### config.mk
export PLATFORM = sky130hd
export DESIGN_NAME = mjpeg_frame_timestamp_extractor
export DESIGN_NICKNAME = d
export VERILOG_FILES = /design/src/hdl/mfte_pkg.sv /design/src/hdl/mfte_front.sv /design/src/hdl/mfte_queue.sv /design/src/hdl/mfte_back.sv /design/src/hdl/mjpeg_frame_timestamp_extractor.sv
export SDC_FILE = /design/constraint.sdc
export NUM_CORES = 1
export LEC_CHECK = 0
export BUFFER_PORTS_ARGS = -buffer_cell sky130_fd_sc_hd__buf_4
export CELL_PAD_IN_SITES_DETAIL_PLACEMENT = 0
export CELL_PAD_IN_SITES_GLOBAL_PLACEMENT = 2
export CORE_MARGIN = 5
export CORE_UTILIZATION = 40
export CTS_CLUSTER_SIZE = 8
export DETAILED_ROUTE_END_ITERATION = 8
export GPL_TIMING_DRIVEN = 0
export PLACE_DENSITY_LB_ADDON = 0.3
export SETUP_SLACK_MARGIN = 0.1
export SLEW_MARGIN = 10
export SYNTH_ARGS = -nofsm -noshare
export SYNTH_HDL_FRONTEND = slang
export SYNTH_SLANG_ARGS = --single-unit
### constraint.sdc
create_clock -name clk -period 5.7 [get_ports clk]
set_input_delay 0.855 -clock clk [delete_from_list [all_inputs] [get_ports clk]]
set_output_delay 0.855 -clock clk [all_outputs]
set_load 0.02 [all_outputs]
### src/hdl/mfte_pkg.sv
// ----------------------------------------------------------------------------
// mfte_pkg: shared types and constants of the MJPEG frame timestamp extractor
// Marker bytes, timestamp scaling and the entry passed from parser to emitter.
// ----------------------------------------------------------------------------
package mfte_pkg;

  localparam logic [7:0] MK_PREFIX = 8'hFF;
  localparam logic [7:0] MK_SOI    = 8'hD8;
  localparam logic [7:0] MK_EOI    = 8'hD9;
  localparam logic [7:0] MK_COM    = 8'hFE;
  localparam logic [7:0] STAMP_TAG = 8'h01;

  localparam logic [23:0] NS_PER_HUNDREDTH = 24'd10000000;

  localparam int QUEUE_DEPTH = 4;

  // One classified word from the parser. A start entry carries D8 and
  // expands to the pair FF D8 at the output.
  typedef struct packed {
    logic [7:0]  data;
    logic        last;
    logic        soi;
    logic        seen;
    logic [31:0] seconds;
    logic [7:0]  hundredths;
  } entry_t;

  localparam int ENTRY_W = $bits(entry_t);

endpackage

### src/hdl/mfte_front.sv
// ----------------------------------------------------------------------------
// mfte_front: stream parser
// Tracks SOI/EOI and comment markers, captures the timestamp, and pushes one
// classified entry for every byte that belongs to a frame.
// ----------------------------------------------------------------------------
module mfte_front
  import mfte_pkg::*;
(
  input  logic       clk,
  input  logic       rst,
  input  logic       in_valid,
  output logic       in_ready,
  input  logic [7:0] stream_byte,
  input  logic       q_full,
  output logic       q_push,
  output entry_t     q_data
);

  localparam logic [2:0] M_HUNT       = 3'd0;
  localparam logic [2:0] M_HUNT_FF    = 3'd1;
  localparam logic [2:0] M_BODY       = 3'd2;
  localparam logic [2:0] M_BODY_FF    = 3'd3;
  localparam logic [2:0] M_HEADER     = 3'd4;
  localparam logic [2:0] M_SECONDS    = 3'd5;
  localparam logic [2:0] M_HUNDREDTHS = 3'd6;

  logic [2:0]  mode, mode_next;
  logic [1:0]  cnt, cnt_next;
  logic [31:0] acc, acc_next;
  logic [31:0] held_sec, held_sec_next;
  logic [7:0]  held_hund, held_hund_next;
  logic        held_flag, held_flag_next;
  logic        emit, last, soi;
  logic        accept;

  assign in_ready = !q_full;
  assign accept   = in_valid && in_ready;

  always_comb begin
    mode_next      = mode;
    cnt_next       = cnt;
    acc_next       = acc;
    held_sec_next  = held_sec;
    held_hund_next = held_hund;
    held_flag_next = held_flag;
    emit           = 1'b1;
    last           = 1'b0;
    soi            = 1'b0;
    unique case (mode)
      M_HUNT_FF: begin
        if (stream_byte == MK_SOI) begin
          held_sec_next  = '0;
          held_hund_next = '0;
          held_flag_next = 1'b0;
          acc_next       = '0;
          cnt_next       = '0;
          mode_next      = M_BODY;
          soi            = 1'b1;
        end else begin
          mode_next = M_HUNT;
          emit      = 1'b0;
        end
      end
      M_BODY: begin
        if (stream_byte == MK_PREFIX) mode_next = M_BODY_FF;
      end
      M_BODY_FF: begin
        if (stream_byte == MK_COM) begin
          cnt_next  = '0;
          mode_next = M_HEADER;
        end else if (stream_byte == MK_EOI) begin
          last      = 1'b1;
          mode_next = M_HUNT;
        end else begin
          mode_next = M_BODY;
        end
      end
      M_HEADER: begin
        if (cnt == 2'd3) begin
          cnt_next = '0;
          if (stream_byte == STAMP_TAG) begin
            acc_next  = '0;
            mode_next = M_SECONDS;
          end else begin
            mode_next = M_BODY;
          end
        end else begin
          cnt_next = cnt + 2'd1;
        end
      end
      M_SECONDS: begin
        acc_next = {acc[23:0], stream_byte};
        if (cnt == 2'd3) begin
          cnt_next  = '0;
          mode_next = M_HUNDREDTHS;
        end else begin
          cnt_next = cnt + 2'd1;
        end
      end
      M_HUNDREDTHS: begin
        held_sec_next  = acc;
        held_hund_next = stream_byte;
        held_flag_next = 1'b1;
        mode_next      = M_BODY;
      end
      default: begin
        // unused codes hunt as well
        mode_next = (stream_byte == MK_PREFIX) ? M_HUNT_FF : M_HUNT;
        emit      = 1'b0;
      end
    endcase
  end

  assign q_push            = accept && emit;
  assign q_data.data       = stream_byte;
  assign q_data.last       = last;
  assign q_data.soi        = soi;
  assign q_data.seen       = held_flag_next;
  assign q_data.seconds    = held_sec_next;
  assign q_data.hundredths = held_hund_next;

  always_ff @(posedge clk) begin
    if (rst) begin
      mode      <= M_HUNT;
      cnt       <= '0;
      acc       <= '0;
      held_sec  <= '0;
      held_hund <= '0;
      held_flag <= 1'b0;
    end else if (accept) begin
      mode      <= mode_next;
      cnt       <= cnt_next;
      acc       <= acc_next;
      held_sec  <= held_sec_next;
      held_hund <= held_hund_next;
      held_flag <= held_flag_next;
    end
  end

endmodule

### src/hdl/mfte_queue.sv
// ----------------------------------------------------------------------------
// mfte_queue: entry queue
// Small register FIFO that decouples the parser from the output emitter.
// ----------------------------------------------------------------------------
module mfte_queue
  import mfte_pkg::*;
#(
  parameter int DEPTH = QUEUE_DEPTH
) (
  input  logic   clk,
  input  logic   rst,
  input  logic   push,
  input  entry_t wdata,
  input  logic   pop,
  output entry_t rdata,
  output logic   full,
  output logic   empty
);

  localparam int PTR_W = (DEPTH > 1) ? $clog2(DEPTH) : 1;
  localparam int CNT_W = $clog2(DEPTH + 1);
  localparam logic [PTR_W-1:0] LAST_PTR = PTR_W'(DEPTH - 1);
  localparam logic [CNT_W-1:0] FULL_CNT = CNT_W'(DEPTH);

  entry_t           slots [DEPTH];
  logic [PTR_W-1:0] wptr;
  logic [PTR_W-1:0] rptr;
  logic [CNT_W-1:0] count;

  assign full  = (count == FULL_CNT);
  assign empty = (count == '0);
  assign rdata = slots[rptr];

  always_ff @(posedge clk) begin
    if (push) slots[wptr] <= wdata;
  end

  always_ff @(posedge clk) begin
    if (rst) begin
      wptr  <= '0;
      rptr  <= '0;
      count <= '0;
    end else begin
      if (push) wptr <= (wptr == LAST_PTR) ? '0 : wptr + PTR_W'(1);
      if (pop)  rptr <= (rptr == LAST_PTR) ? '0 : rptr + PTR_W'(1);
      if (push && !pop)      count <= count + CNT_W'(1);
      else if (pop && !push) count <= count - CNT_W'(1);
    end
  end

  a_no_overflow: assert property (@(posedge clk) disable iff (rst) !(push && full))
    else $error("queue push while full");
  a_no_underflow: assert property (@(posedge clk) disable iff (rst) !(pop && empty))
    else $error("queue pop while empty");
  a_count_range: assert property (@(posedge clk) disable iff (rst) count <= FULL_CNT)
    else $error("queue count out of range");

endmodule

### src/hdl/mfte_back.sv
// ----------------------------------------------------------------------------
// mfte_back: output emitter
// Drains the queue into the output register, expands a start entry into the
// pair FF D8 and scales the hundredths byte to nanoseconds.
// ----------------------------------------------------------------------------
module mfte_back
  import mfte_pkg::*;
(
  input  logic        clk,
  input  logic        rst,
  input  entry_t      q_data,
  input  logic        q_empty,
  output logic        q_pop,
  output logic        out_valid,
  input  logic        out_ready,
  output logic [7:0]  frame_byte,
  output logic        frame_last,
  output logic        stamp_seen,
  output logic [31:0] stamp_seconds,
  output logic [31:0] stamp_nanoseconds
);

  logic        phase;   // set once the FF of a start pair has gone out
  logic        load;
  logic [31:0] ns_value;

  assign load     = !q_empty && (!out_valid || out_ready);
  assign q_pop    = load && (!q_data.soi || phase);
  assign ns_value = {24'd0, q_data.hundredths} * {8'd0, NS_PER_HUNDREDTH};

  always_ff @(posedge clk) begin
    if (rst) begin
      out_valid <= 1'b0;
      phase     <= 1'b0;
    end else begin
      if (load) begin
        out_valid <= 1'b1;
        phase     <= q_data.soi && !phase;
      end else if (out_ready) begin
        out_valid <= 1'b0;
      end
    end
  end

  always_ff @(posedge clk) begin
    if (load) begin
      frame_byte        <= (q_data.soi && !phase) ? MK_PREFIX : q_data.data;
      frame_last        <= q_data.last;
      stamp_seen        <= q_data.seen;
      stamp_seconds     <= q_data.seconds;
      stamp_nanoseconds <= ns_value;
    end
  end

  a_phase_holds_start: assert property (@(posedge clk) disable iff (rst)
    phase |-> (!q_empty && q_data.soi))
    else $error("start pair split from its queue entry");
  a_start_pops_second: assert property (@(posedge clk) disable iff (rst)
    (q_pop && q_data.soi) |-> phase)
    else $error("start entry dropped before FF was sent");
  a_last_is_eoi: assert property (@(posedge clk) disable iff (rst)
    (out_valid && frame_last) |-> (frame_byte == MK_EOI))
    else $error("last flag on a byte other than D9");
  a_ff_then_d8: assert property (@(posedge clk) disable iff (rst)
    (load && q_data.soi && !phase) |=> (frame_byte == MK_PREFIX && phase))
    else $error("start pair not opened with FF");

endmodule

### src/hdl/mjpeg_frame_timestamp_extractor.sv
// ----------------------------------------------------------------------------
// mjpeg_frame_timestamp_extractor: MJPEG frame splitter with timestamp capture
// Cuts JPEG frames out of a camera byte stream and tags them with timestamps.
// ----------------------------------------------------------------------------
// Usage:
//   Input channel (in_valid/in_ready, stream_byte) takes one stream byte per
//   word. Output channel (out_valid/out_ready) gives one frame byte per word
//   with frame_last on the D9 of FF D9 and the timestamp held so far
//   (stamp_seen, stamp_seconds, stamp_nanoseconds).
//   Bytes outside a frame give no word; the D8 of FF D8 gives the two words
//   FF and D8; every byte inside a frame gives one word.
//   Throughput: one byte per cycle in and one word per cycle out while the
//   queue has room and out_ready is high; the entry queue absorbs start pairs.
//   Path: the parser pushes an accepted byte's entry into the queue, and the
//   emitter then registers the queue head into the output register.
//   When the receiver stalls, the output register holds its word and the
//   queue fills; in_ready drops once the queue holds DEPTH entries.
//   Reset puts the parser in hunting with a cleared timestamp and empties
//   the queue and output register.
// ----------------------------------------------------------------------------
module mjpeg_frame_timestamp_extractor
  import mfte_pkg::*;
#(
  parameter int DEPTH = QUEUE_DEPTH
) (
  input  logic        clk,
  input  logic        rst,
  input  logic        in_valid,
  output logic        in_ready,
  input  logic [7:0]  stream_byte,
  output logic        out_valid,
  input  logic        out_ready,
  output logic [7:0]  frame_byte,
  output logic        frame_last,
  output logic        stamp_seen,
  output logic [31:0] stamp_seconds,
  output logic [31:0] stamp_nanoseconds
);

  entry_t push_data;
  entry_t head_data;
  logic   push;
  logic   pop;
  logic   full;
  logic   empty;

  mfte_front u_front (
    .clk         (clk),
    .rst         (rst),
    .in_valid    (in_valid),
    .in_ready    (in_ready),
    .stream_byte (stream_byte),
    .q_full      (full),
    .q_push      (push),
    .q_data      (push_data)
  );

  mfte_queue #(
    .DEPTH (DEPTH)
  ) u_queue (
    .clk   (clk),
    .rst   (rst),
    .push  (push),
    .wdata (push_data),
    .pop   (pop),
    .rdata (head_data),
    .full  (full),
    .empty (empty)
  );

  mfte_back u_back (
    .clk               (clk),
    .rst               (rst),
    .q_data            (head_data),
    .q_empty           (empty),
    .q_pop             (pop),
    .out_valid         (out_valid),
    .out_ready         (out_ready),
    .frame_byte        (frame_byte),
    .frame_last        (frame_last),
    .stamp_seen        (stamp_seen),
    .stamp_seconds     (stamp_seconds),
    .stamp_nanoseconds (stamp_nanoseconds)
  );

endmodule
**Word level (Yosys, flattened, before mapping)**

Memory sizes are Yosys's and may differ from the RTL's. A register that Yosys moved wholly into a read port is not among the register bits.
Index checks and enable logic that the tools add are counted.

- Register bits: 154
- RAM bits: 204
- Input port bits: 12
- Output and inout bits: 76
- Logic and storage cells: 109
- Memories: 1

- $add $sub $neg: 5
- $mul: 1
- Equal/unequal tests: 21
- Mux-type cells: 39
- Reduce and logical (&&, ||, !) cells: 26

Memories:

| name | depth | bits a word | read ports | clocked after memory_dff | wr ports | line | source |
|---|---|---|---|---|---|---|---|
| u_queue.slots | 4 | 51 | 1 | 1 | 1 | mfte_queue.sv:25 | `entry_t slots [DEPTH];` |

Operators by type and width:

| kind | number |
|---|---|
| $mux 32 | 4 |
| $pmux 32 s3 | 1 |
| $pmux 32 s2 | 1 |
| $eq 8x8->1 const B | 4 |
| $mul 8x17->25 const B | 1 |
| $mux 3 | 7 |
| $mux 2 | 9 |
| $pmux 3 s6 | 1 |
| $pmux 8 s2 | 1 |
| $eq 3x3->1 const B | 4 |
| $ne 2x1->1 const B | 6 |
| $mux 1 | 11 |
| $eq 8x1->1 const B | 1 |
| $mux 8 | 1 |
| $reduce_and 4->1 | 2 |
| $logic_and 1x1->1 | 7 |
| $logic_not 1->1 | 7 |
| $add 2x1->2 const B | 3 |
| $eq 2x2->1 const B | 3 |
| $eq 3x2->1 const B | 2 |
| $pmux 2 s3 | 1 |
| $reduce_bool 3->1 | 2 |
| $reduce_and 5->1 | 1 |
| $reduce_or 5->1 | 1 |
| 8 further kinds | 11 |

**Logic depth before layout (Yosys ltp)**

Gate-level depths: netlist of the first run.

- Depth after elaboration: 8
- Gate-level depth with buffers: 18
- Depth with buffers taken out: 15

**By module**

A second synthesis of the first run with hierarchy kept.

- Cells, all modules: 1018
- Area total of the unflattened synthesis: 15767.6 µm²

By module, submodules not included:

| module | instances | cells an instance | area an instance (µm²) | sequential area each (µm²) |
|---|---|---|---|---|
| mfte_queue | 1 | 311 | 7858.8 | 6306.0 |
| mfte_back | 1 | 334 | 4361.7 | 2052.0 |
| mfte_front | 1 | 373 | 3547.2 | 1561.5 |

**Worst setup path after synthesis of the first run**

OpenSTA, ideal clock, no wires.

- Kind: register to register
- Start point: register (tool-made name)
- End point: register u_back.stamp_nanoseconds[30], data pin
- Setup time: 258 ps
- Arrival time: 5183 ps
- Data required time: 5442 ps
- Setup slack: 259 ps
- Cell stages (with the launch flop): 17
- Buffers on the path: 3
- Clock period less this slack: 5441 ps
- Cells stage by stage: dfxtp_1 -> clkbuf_1 -> buf_2 -> buf_2 -> mux4_2 -> ha_1 -> inv_1 -> fa_1 -> fa_1 -> fa_1 -> ha_1 -> o211ai_1 -> a21boi_0 -> o311ai_0 -> and2_1 -> o21a_1 -> xnor2_1

RTL lines:

| element | line | source |
|---|---|---|
| end signal: assignment | mfte_back.sv:51 | `stamp_nanoseconds <= ns_value;` |
| end: declaration | mfte_back.sv:20 | `output logic [31:0] stamp_nanoseconds` |

==> results of run 1 <==
## registers in the layout (all words and copies together), names as in the netlist, 2 cells and up, named ones only
name	cells
u_front.held_sec	32
u_front.acc	32
u_queue.wptr	2
u_queue.slots	204
u_front.held_hund	8
u_queue.count	3
u_back.stamp_seconds	32
u_queue.rptr	2
u_back.stamp_nanoseconds	25
u_back.frame_byte	8
u_front.cnt	2
u_front.mode	3
## worst min-delay path: stages (launching register included)
cell	delay [ns]
dfxtp_1	0.31
nand2_1	0.05
a21oi_1	0.05
## layer usage
layer / global-route usage (%) / up-vias / wire length, um
met2: 27.3 / 166 / 17400
met3: 2.85 / 49 / 1380
li1: - / 4578 / -
met4: 4.79 / 0 / 708
met1: 21.6 / 4794 / 15600
met5: 0 / - / 0
## cell families (layout without fill, tap and decap cells)
| kind of cell | Yosys count | count (layout) |
|---|---|---|
| xor+xnor | 16 | 16 |
| flops | 360 | 360 |
| mux | 56 | 56 |
| compound gates | 158 | 158 |
| other cells | 1 | 7 |
| fa+ha+maj | 97 | 97 |
| buf+inv | 120 | 302 |
| simple gates | 334 | 334 |
## report_power, final
group,switching (mW),internal [mW]
combinational,1.49,1.09
sequential,0.0796,3.23
clock,1.07,1.68
total,2.64,5.99
## how the worst max path moves through the flow
stage | startpoint | end | slack, ns | depth (start not counted)
3_5_place_dp | register | u_back.stamp_nanoseconds[25] | -1.16 | 16
4_1_cts | register | u_back.stamp_nanoseconds[25] | 0.12 | 17
3_3_place_gp | register | u_back.stamp_nanoseconds[25] | -1.19 | 16
6_report | register | u_back.stamp_nanoseconds[30] | 0.36 | 16
2_1_floorplan | register | u_back.stamp_nanoseconds[30] | 0.26 | 16
5_1_grt | register | u_back.stamp_nanoseconds[30] | 0.09 | 16
## cell usage after synthesis, types with 2 or more instances
| master | instances |
|---|---|
| buf_2 | 8 |
| or3_2 | 2 |
| inv_1 | 54 |
| a21oi_1 | 25 |
| xnor2_1 | 11 |
| nand3b_1 | 32 |
| o21bai_1 | 3 |
| ha_1 | 78 |
| nand2_1 | 134 |
| edfxtp_1 | 271 |
| nor4_1 | 2 |
| o21a_1 | 4 |
| o211ai_1 | 2 |
| nand4_1 | 3 |
| clkbuf_1 | 43 |
| and3_1 | 3 |
| fa_1 | 19 |
| a31oi_1 | 3 |
| a211oi_1 | 4 |
| or2_2 | 12 |
| nor2_1 | 64 |
| o21ai_1 | 2 |
| o2111ai_1 | 2 |
| o311ai_0 | 3 |
| o21ai_0 | 45 |
| mux2i_1 | 5 |
| a21boi_0 | 2 |
| nor3_1 | 7 |
| mux4_2 | 51 |
| nand2b_1 | 3 |
| and4_1 | 2 |
| a211o_1 | 2 |
| a311oi_1 | 41 |
| or3_1 | 6 |
| a21o_1 | 10 |
| and2_1 | 7 |
| nor2b_1 | 6 |
| xor2_1 | 5 |
| buf_1 | 5 |
| buf_4 | 7 |
| dfxtp_1 | 89 |
| nand3_1 | 44 |
| nor3b_1 | 2 |
| o31ai_1 | 3 |
## what timing repair did
item,in CTS,in global routing
resized for setup,17,11
buffers inserted,2,2
endpoints found under the setup margin,16,8
pin swaps,0,1
## layout make-up
type	instances	area, um^2
plain buffers	66	343
repair buffers	88	731
flip-flops and latches	360	9920
inverters	54	205
clock buffers	92	1440
clock inverters	2	15.0
fillers	3464	20200
multi-input cells	668	5450
well taps	518	648
==> qor.txt, run 1 <==
Status: completed
Vias in the first global route: 9867
Detailed Place HPWL: 23800 um
Post-layout min period: 5.34 ns
Final std cells w/o fill: 1848
DRC viols: 0
Initial antenna violation count: 0
Final core occ: 48.2%
Crit Path Class: reg -> reg
Placed insts: 1750
Hold path depth: 2
Mux cell area share after synthesis: 7.58%
Slew Limit Fails: 0
Share of post-route cells with drive strength above 1: 18.2%
Buf/Inv on CP: 4
First-pass DRT Iterations: 5
Total GRT Usage: 16.2%
Final setup vio count: 0
Final hold vios: 0
Worst Reg-to-Reg Cells: 16
Slowest cell on the critical path: mux4_2
Final instance area: 0.0188 mm^2
Initial core utilization: 40.6%
Hold_buf cts: 0
Top Ports: 88
Final RePlAce weighted congestion: 0.797
Via count: 9587
Row cnt: 72
Layout Nets: 1398
Sink Count: 360
F_max: 187 MHz
Required time of the critical path: 6.01 ns
RSZ-0062 raised after global routing: no
Slew @ Worst Pin: 0.762 ns
Worst path max stage delay: 0.60 ns
Worst skew pair latency: 0.57 ns
TritonCTS clock tree: built
First-pass GRT wire length: 56100 um
GRT Residual Overflow: 0
Relative slew slack: 49.1%
Die height: 209 um
Reg2reg end: u_back.stamp_nanoseconds[30]
Peak supply drop: 0.000229 V
Commonest non-fill, non-tap cells in the layout: edfxtp_1, nand2_1, buf_4
Area contributors post-synth: edfxtp_1, dfxtp_1, mux4_2
Hold WS: 0.461 ns
CP Cell Sequence: clkbuf_4, buf_8, buf_8, mux4_2, ha_1, inv_1, fa_1, fa_1, fa_1, ha_1, o211ai_1, a21boi_2, o311ai_1, and2_1, o21a_1, xnor2_1
Mapped Area: 0.0158 mm^2
Post-synthesis compound-gate area fraction: 6.80%
Area leader, netlist: edfxtp_1
Die area: 0.0436 mm^2
Max Root-Sink Buffers: 3
Dpl ws: -1.16 ns
Leak: 6.91 nW
Seq cells post-synth: 360
Post-Syn Area per Cell: 13.8 um^2
Yosys top cell area share: 51.5%
Final WS setup: 0.361 ns
Min-Delay Endpoint: u_front.held_flag
Sequential-to-total area share from yosys stat: 62.7%
Die X: 209 um
Post-route ant nets: 0
Period utilization: 93.7%
Largest net degree at the start of global routing: 48
Num CTS Buffers: 51
Delay-heaviest family, CP: adder cells
Overall Power: 8.63 mW
Synth Instances: 1142
WL/cell: 19.0 um
Final WL: 35000 um
Max-Cap Viols: 0
I/O Buffers: 79
Max FO, Critical Path: 10
Largest family of logic cells by synthesized area: simple AND/OR/NAND/NOR gates
Clock transition at path regs: 0.05 ns
EDFF count, synth: 271
Dpl cell area: 0.0172 mm^2
Synth Flop Type: edfxtp_1
Simple-gate portion of the synthesized area: 10.2%
Ys async rst share: 0%
# diodes: 0
Hold Crit Start: u_front.held_flag
Fin Setup TNS: 0 ns
Syn-to-layout area delta: 18.6%
Hold Path Class: reg -> reg
DR vias/cell: 5.19
Synth Area in Adders: 8.58%
Initial drt markers: 521
CP arrival: 5.65 ns
Most common cell after layout, fill and taps aside: edfxtp_1
Setup Skew: 0.0199 ns
Clock Tree Root: clkbuf_16
Core Region: 0.0389 mm^2
Worst R2R Setup Slack: 0.36 ns
Critical Path Most Common Cell: fa_1
CTS H-tree lvls: 2
Post-synthesis cell type count: 60
XOR/XNOR Fraction of Synth Area: 0.886%
Critical path launch point type: register
Crit. End Element: register
Synth warn: 0
Cell Pwr Density: 460 mW/mm^2
Note: power is estimated with default switching activity, not from simulation.
==> inputs of run 2 (changes only) <==
- RECOVER_POWER: default -> 50
==> run 2 against run 1 <==
Effect of this change: the flow now finishes with violations (capacitance limit, slew limit); combinational power down 7%; die area unchanged; cell area down 1.9%; worst setup slack worse by 0.0038 ns; via count down 0.20%; sequential power about the same; sequential cell count unchanged; global-route usage unchanged; register-to-register slack about the same; largest cell class unchanged.
==> qor.txt, run 2 (synthesis gave the netlist of run 1 again) <==
Status: finished, violations left
Violated checks: capacitance limit, slew limit
Crit Path Class: reg -> reg
Crit. End Element: register
DRC viols: 0
Max reg flops: 204
Period utilization: 93.7%
Die X: 209 um
Final WL: 35100 um
Sink Count: 360
Core Region: 0.0389 mm^2
Largest net degree at the start of global routing: 48
Initial drt markers: 542
Die area: 0.0436 mm^2
Final setup vio count: 0
Layout Nets: 1398
F_max: 187 MHz
First-pass DRT Iterations: 6
Worst skew pair latency: 0.56 ns
Worst R2R Setup Slack: 0.36 ns
Clock transition at path regs: 0.05 ns
Slew @ Worst Pin: 2.81 ns
Required time of the critical path: 6.01 ns
CTS H-tree lvls: 2
Slew Limit Fails: 48
Row cnt: 72
# diodes: 0
Vias in the first global route: 9867
Final hold vios: 0
TritonCTS clock tree: built
Share of post-route cells with drive strength above 1: 12.0%
DR vias/cell: 5.18
Num CTS Buffers: 51
CP arrival: 5.65 ns
Final instance area: 0.0184 mm^2
Peak supply drop: 0.000228 V
Dpl cell area: 0.0172 mm^2
Critical path launch point type: register
I/O Buffers: 79
Hold_buf cts: 0
Hold Path Class: reg -> reg
Commonest non-fill, non-tap cells in the layout: edfxtp_1, clkbuf_1, nand2_1
WL/cell: 19.0 um
RSZ-0062 raised after global routing: no
Top Ports: 88
Via count: 9568
Final RePlAce weighted congestion: 0.797
Setup Skew: 0.0172 ns
Relative slew slack: -87.2%
Total GRT Usage: 16.2%
Detailed Place HPWL: 23800 um
Clock Tree Root: clkbuf_16
Max-Cap Viols: 1
Die height: 209 um
Initial antenna violation count: 0
Initial core utilization: 40.6%
Most common cell after layout, fill and taps aside: edfxtp_1
First-pass GRT wire length: 56100 um
Layout filler cell count: 3533
Largest Register: u_queue.slots
GRT Residual Overflow: 0
Leak: 6.61 nW
Post-layout min period: 5.34 ns
Hold WS: 0.459 ns
Syn-to-layout area delta: 16.4%
Post-route ant nets: 0
Max Root-Sink Buffers: 3
Max FO, Critical Path: 10
Cell Pwr Density: 461 mW/mm^2
## run 2: worst max-delay path, stage by stage, from the launching register on
cell and delay (ns):
dfxtp_1 0.30, clkbuf_4 0.21, buf_8 0.20, buf_8 0.19, mux4_2 0.60, ha_1 0.36
inv_1 0.07, fa_1 0.57, fa_1 0.46, fa_1 0.50, ha_1 0.36, o211ai_1 0.18
a21boi_2 0.29, o311ai_1 0.21, and2_1 0.25, o21a_1 0.20, xnor2_1 0.12
## run 2: final cells by class
type                    count  area [um^2]  share of cell area (%)
repair buffers             88          418                    2.27
multi-input cells         668         5430                    29.5
well taps                 518          648                    3.52
clock buffers              92         1440                    7.83
flip-flops and latches    360         9920                    53.9
inverters                  54          204                    1.11
plain buffers              66          332                    1.80
clock inverters             2         15.0                  0.0816
## run 2: path summary, 6_finish.rpt
path	to	cells after the start	start
setup / recovery	u_back.stamp_nanoseconds[30]	16	register
hold / removal	u_front.held_flag	2	u_front.held_flag
setup reg to reg	u_back.stamp_nanoseconds[30]	16	register
hold reg to reg	u_front.held_flag	2	u_front.held_flag
## run 2: what timing repair did
item,in CTS,in global routing
gates resized for setup,17,11
buffers inserted,2,2
endpoints found under the setup margin,16,8
pin swaps,0,1
## run 2: power breakdown
part	leakage (nW)	total (mW)	switching, mW	internal, mW
registers	3.20	3.31	0.0755	3.24
clock network	0.692	2.75	1.07	1.68
logic	2.71	2.41	1.48	0.927
## run 2: per-layer routing
| layer | track usage [%] | wire length [um] | vias to the layer above |
|---|---|---|---|
| met5 | 0 | 0 | - |
| met3 | 2.85 | 1220 | 50 |
| li1 | - | - | 4580 |
| met2 | 27.3 | 17300 | 140 |
| met4 | 4.79 | 702 | 0 |
| met1 | 21.6 | 15900 | 4798 |
## run 2: per-stage QoR
step | worst slack, ns | setup TNS (ns) | util (%) | std cells | power, mW
2_1_floorplan | 0.259 | 0 | - | 1148 | 5.11
3_3_place_gp | -1.19 | -10.63 | 43.9 | 1745 | 5.86
3_5_place_dp | -1.16 | -10.43 | 44.2 | 1750 | 5.88
4_1_cts | 0.117 | 0 | 48.1 | 1846 | 8.73
5_1_grt | 0.0920 | 0 | 47.3 | 1848 | 9.03
6_report | 0.357 | 0 | 47.3 | 1848 | 8.48
==> inputs of run 3 (changes only) <==
- CORE_MARGIN: 5 -> default
==> run 3 against run 2 <==
Effect of this change: the run still ends with capacitance limit, slew limit left; cell count stayed put; power grew 0.90%; worst setup slack lost 0.038 ns; utilization increased by 0.29 points; die area decreased by 7.5%; clock-buffer cell count rose by 1; sequential share of layout area is 0.20 points lower; critical path type unchanged.
==> qor.txt, run 3 (synthesis gave the netlist of run 1 again) <==
Slew Limit Fails: 48
Hold Crit Start: u_front.held_flag
Final WL: 34800 um
CTS H-tree lvls: 2
Post-route ant nets: 0
Share of post-route cells with drive strength above 1: 12.3%
Max FO, Critical Path: 10
Clock transition at path regs: 0.05 ns
Sink Count: 360
First-pass DRT Iterations: 5
Most common cell after layout, fill and taps aside: edfxtp_1
Detailed Place HPWL: 23400 um
Vias in the first global route: 9764
I/O Buffers: 79
Initial drt markers: 469
Final hold vios: 0
Peak supply drop: 0.000229 V
Max reg flops: 204
Initial core utilization: 40.7%
Initial antenna violation count: 0
Critical path launch point type: register
GRT Residual Overflow: 0
Hold_buf cts: 0
RSZ-0062 raised after global routing: no
# diodes: 0
Crit. End Element: register
Final RePlAce weighted congestion: 0.772
Core Region: 0.0388 mm^2
F_max: 186 MHz
DR vias/cell: 5.14
DRC viols: 0
Total GRT Usage: 17.7%
Die X: 201 um
Period utilization: 94.4%
Post-layout min period: 5.38 ns
Max Root-Sink Buffers: 3
Largest Register: u_queue.slots
Slowest cell on the critical path: mux4_2
Violated checks: capacitance limit, slew limit
Leak: 6.64 nW
First-pass GRT wire length: 54900 um
Status: finished, violations left
Row cnt: 72
Syn-to-layout area delta: 16.8%
WL/cell: 18.9 um
Commonest non-fill, non-tap cells in the layout: edfxtp_1, clkbuf_1, nand2_1
Clock Tree Root: clkbuf_16
Via count: 9495
Final setup vio count: 0
Relative slew slack: -91.9%
CP Cell Sequence: clkbuf_4, buf_8, buf_8, mux4_2, ha_1, inv_1, fa_1, fa_1, fa_1, ha_1, o211ai_1, a21boi_2, o311ai_1, and2_1, o21a_1, xnor2_1
Top Ports: 88
Layout filler cell count: 3523
Worst skew pair latency: 0.57 ns
Fin Setup TNS: 0 ns
Setup Skew: 0.0154 ns
Num CTS Buffers: 51
Largest net degree at the start of global routing: 48
Slew @ Worst Pin: 2.88 ns
CP arrival: 5.69 ns
Die height: 201 um
Overall Power: 8.55 mW
Max-Cap Viols: 1
Final std cells w/o fill: 1848
Required time of the critical path: 6.01 ns
Critical Path Most Common Cell: fa_1
Hold Path Class: reg -> reg
Crit Path Class: reg -> reg
Die area: 0.0403 mm^2
Worst path max stage delay: 0.63 ns
Cell Pwr Density: 463 mW/mm^2
Placed insts: 1750
Layout Nets: 1399
TritonCTS clock tree: built
[run 3: changes by cell type in the layout (fill, tap and decap cells not counted)]
cell | previous run | this run
clkbuf_16 | 51 | 53
o311ai_0 | 0 | 1
inv_6 | 1 | 0
clkbuf_1 | 160 | 156
buf_1 | 3 | 4
inv_4 | 1 | 0
nor3b_1 | 3 | 2
nor3b_2 | 0 | 1
clkbuf_8 | 1 | 4
o311ai_1 | 2 | 1
[run 3: per-stage QoR]
step / cell area, um^2 / worst slack (ns) / utilization, % / hold slack (ns)
after CTS: 18800 / 0.102 / 48.4 / 0.475
after detailed placement: 17200 / -1.15 / 44.3 / 0.466
after floorplan: 15800 / 0.259 / - / 0.437
after global routing: 18500 / 0.0682 / 47.6 / 0.508
final: 18500 / 0.319 / 47.6 / 0.465
after global placement: 17100 / -1.13 / 44.0 / 0.448
[run 3: area by class of cell]
cell class                      count  area, um^2  share of cell area, %
Multi-Input combinational cell    668        5430                   29.4
Buffer                             66         338                   1.83
Timing Repair Buffer               89         425                   2.30
Sequential cell                   360        9920                   53.7
Clock buffer                       93        1510                   8.15
Inverter                           54         204                   1.10
Tap cell                          518         648                   3.51
[run 3: final timing paths]
path / cells after the start / endpoint / slack, ns
worst max-delay path: 16 / u_back.stamp_nanoseconds[30] / 0.32
worst min-delay path: 2 / u_front.held_flag / 0.46
worst max register to register: 16 / u_back.stamp_nanoseconds[30] / 0.32
worst min register to register: 2 / u_front.held_flag / 0.46
[run 3: report_power, final]
| part | leakage (nW) | total, mW | switching [mW] | internal, mW |
|---|---|---|---|---|
| clock | 0.718 | 2.82 | 1.07 | 1.75 |
| combinational | 2.72 | 2.42 | 1.48 | 0.938 |
| sequential | 3.20 | 3.32 | 0.0755 | 3.24 |
[run 3: metal layers]
layer	routed length, um	up-vias	track usage, %	part of all wire [%]
met2	17000	180	29.7	49
li1	-	4566	-	-
met3	1480	41	3.59	4.3
met1	15800	4708	23.3	45
met4	582	0	4.69	1.7
met5	0	-	0	0
[run 3: repair_timing]
action / in CTS / in global routing
buffers inserted: 2 / 3
setup endpoints to repair: 15 / 7
pin swaps: 1 / 2
gates resized for setup: 19 / 8
cloned: 0 / 0
[run 3: worst max-delay path: cells and delay by family (launching register included)]
kind / cells / cell delay, ns
fa+ha+maj: 5 / 2.27
mux: 1 / 0.63
buf+inv: 4 / 0.66
flops: 1 / 0.30
xor+xnor: 1 / 0.12
compound gates: 4 / 0.89
simple gates: 1 / 0.25
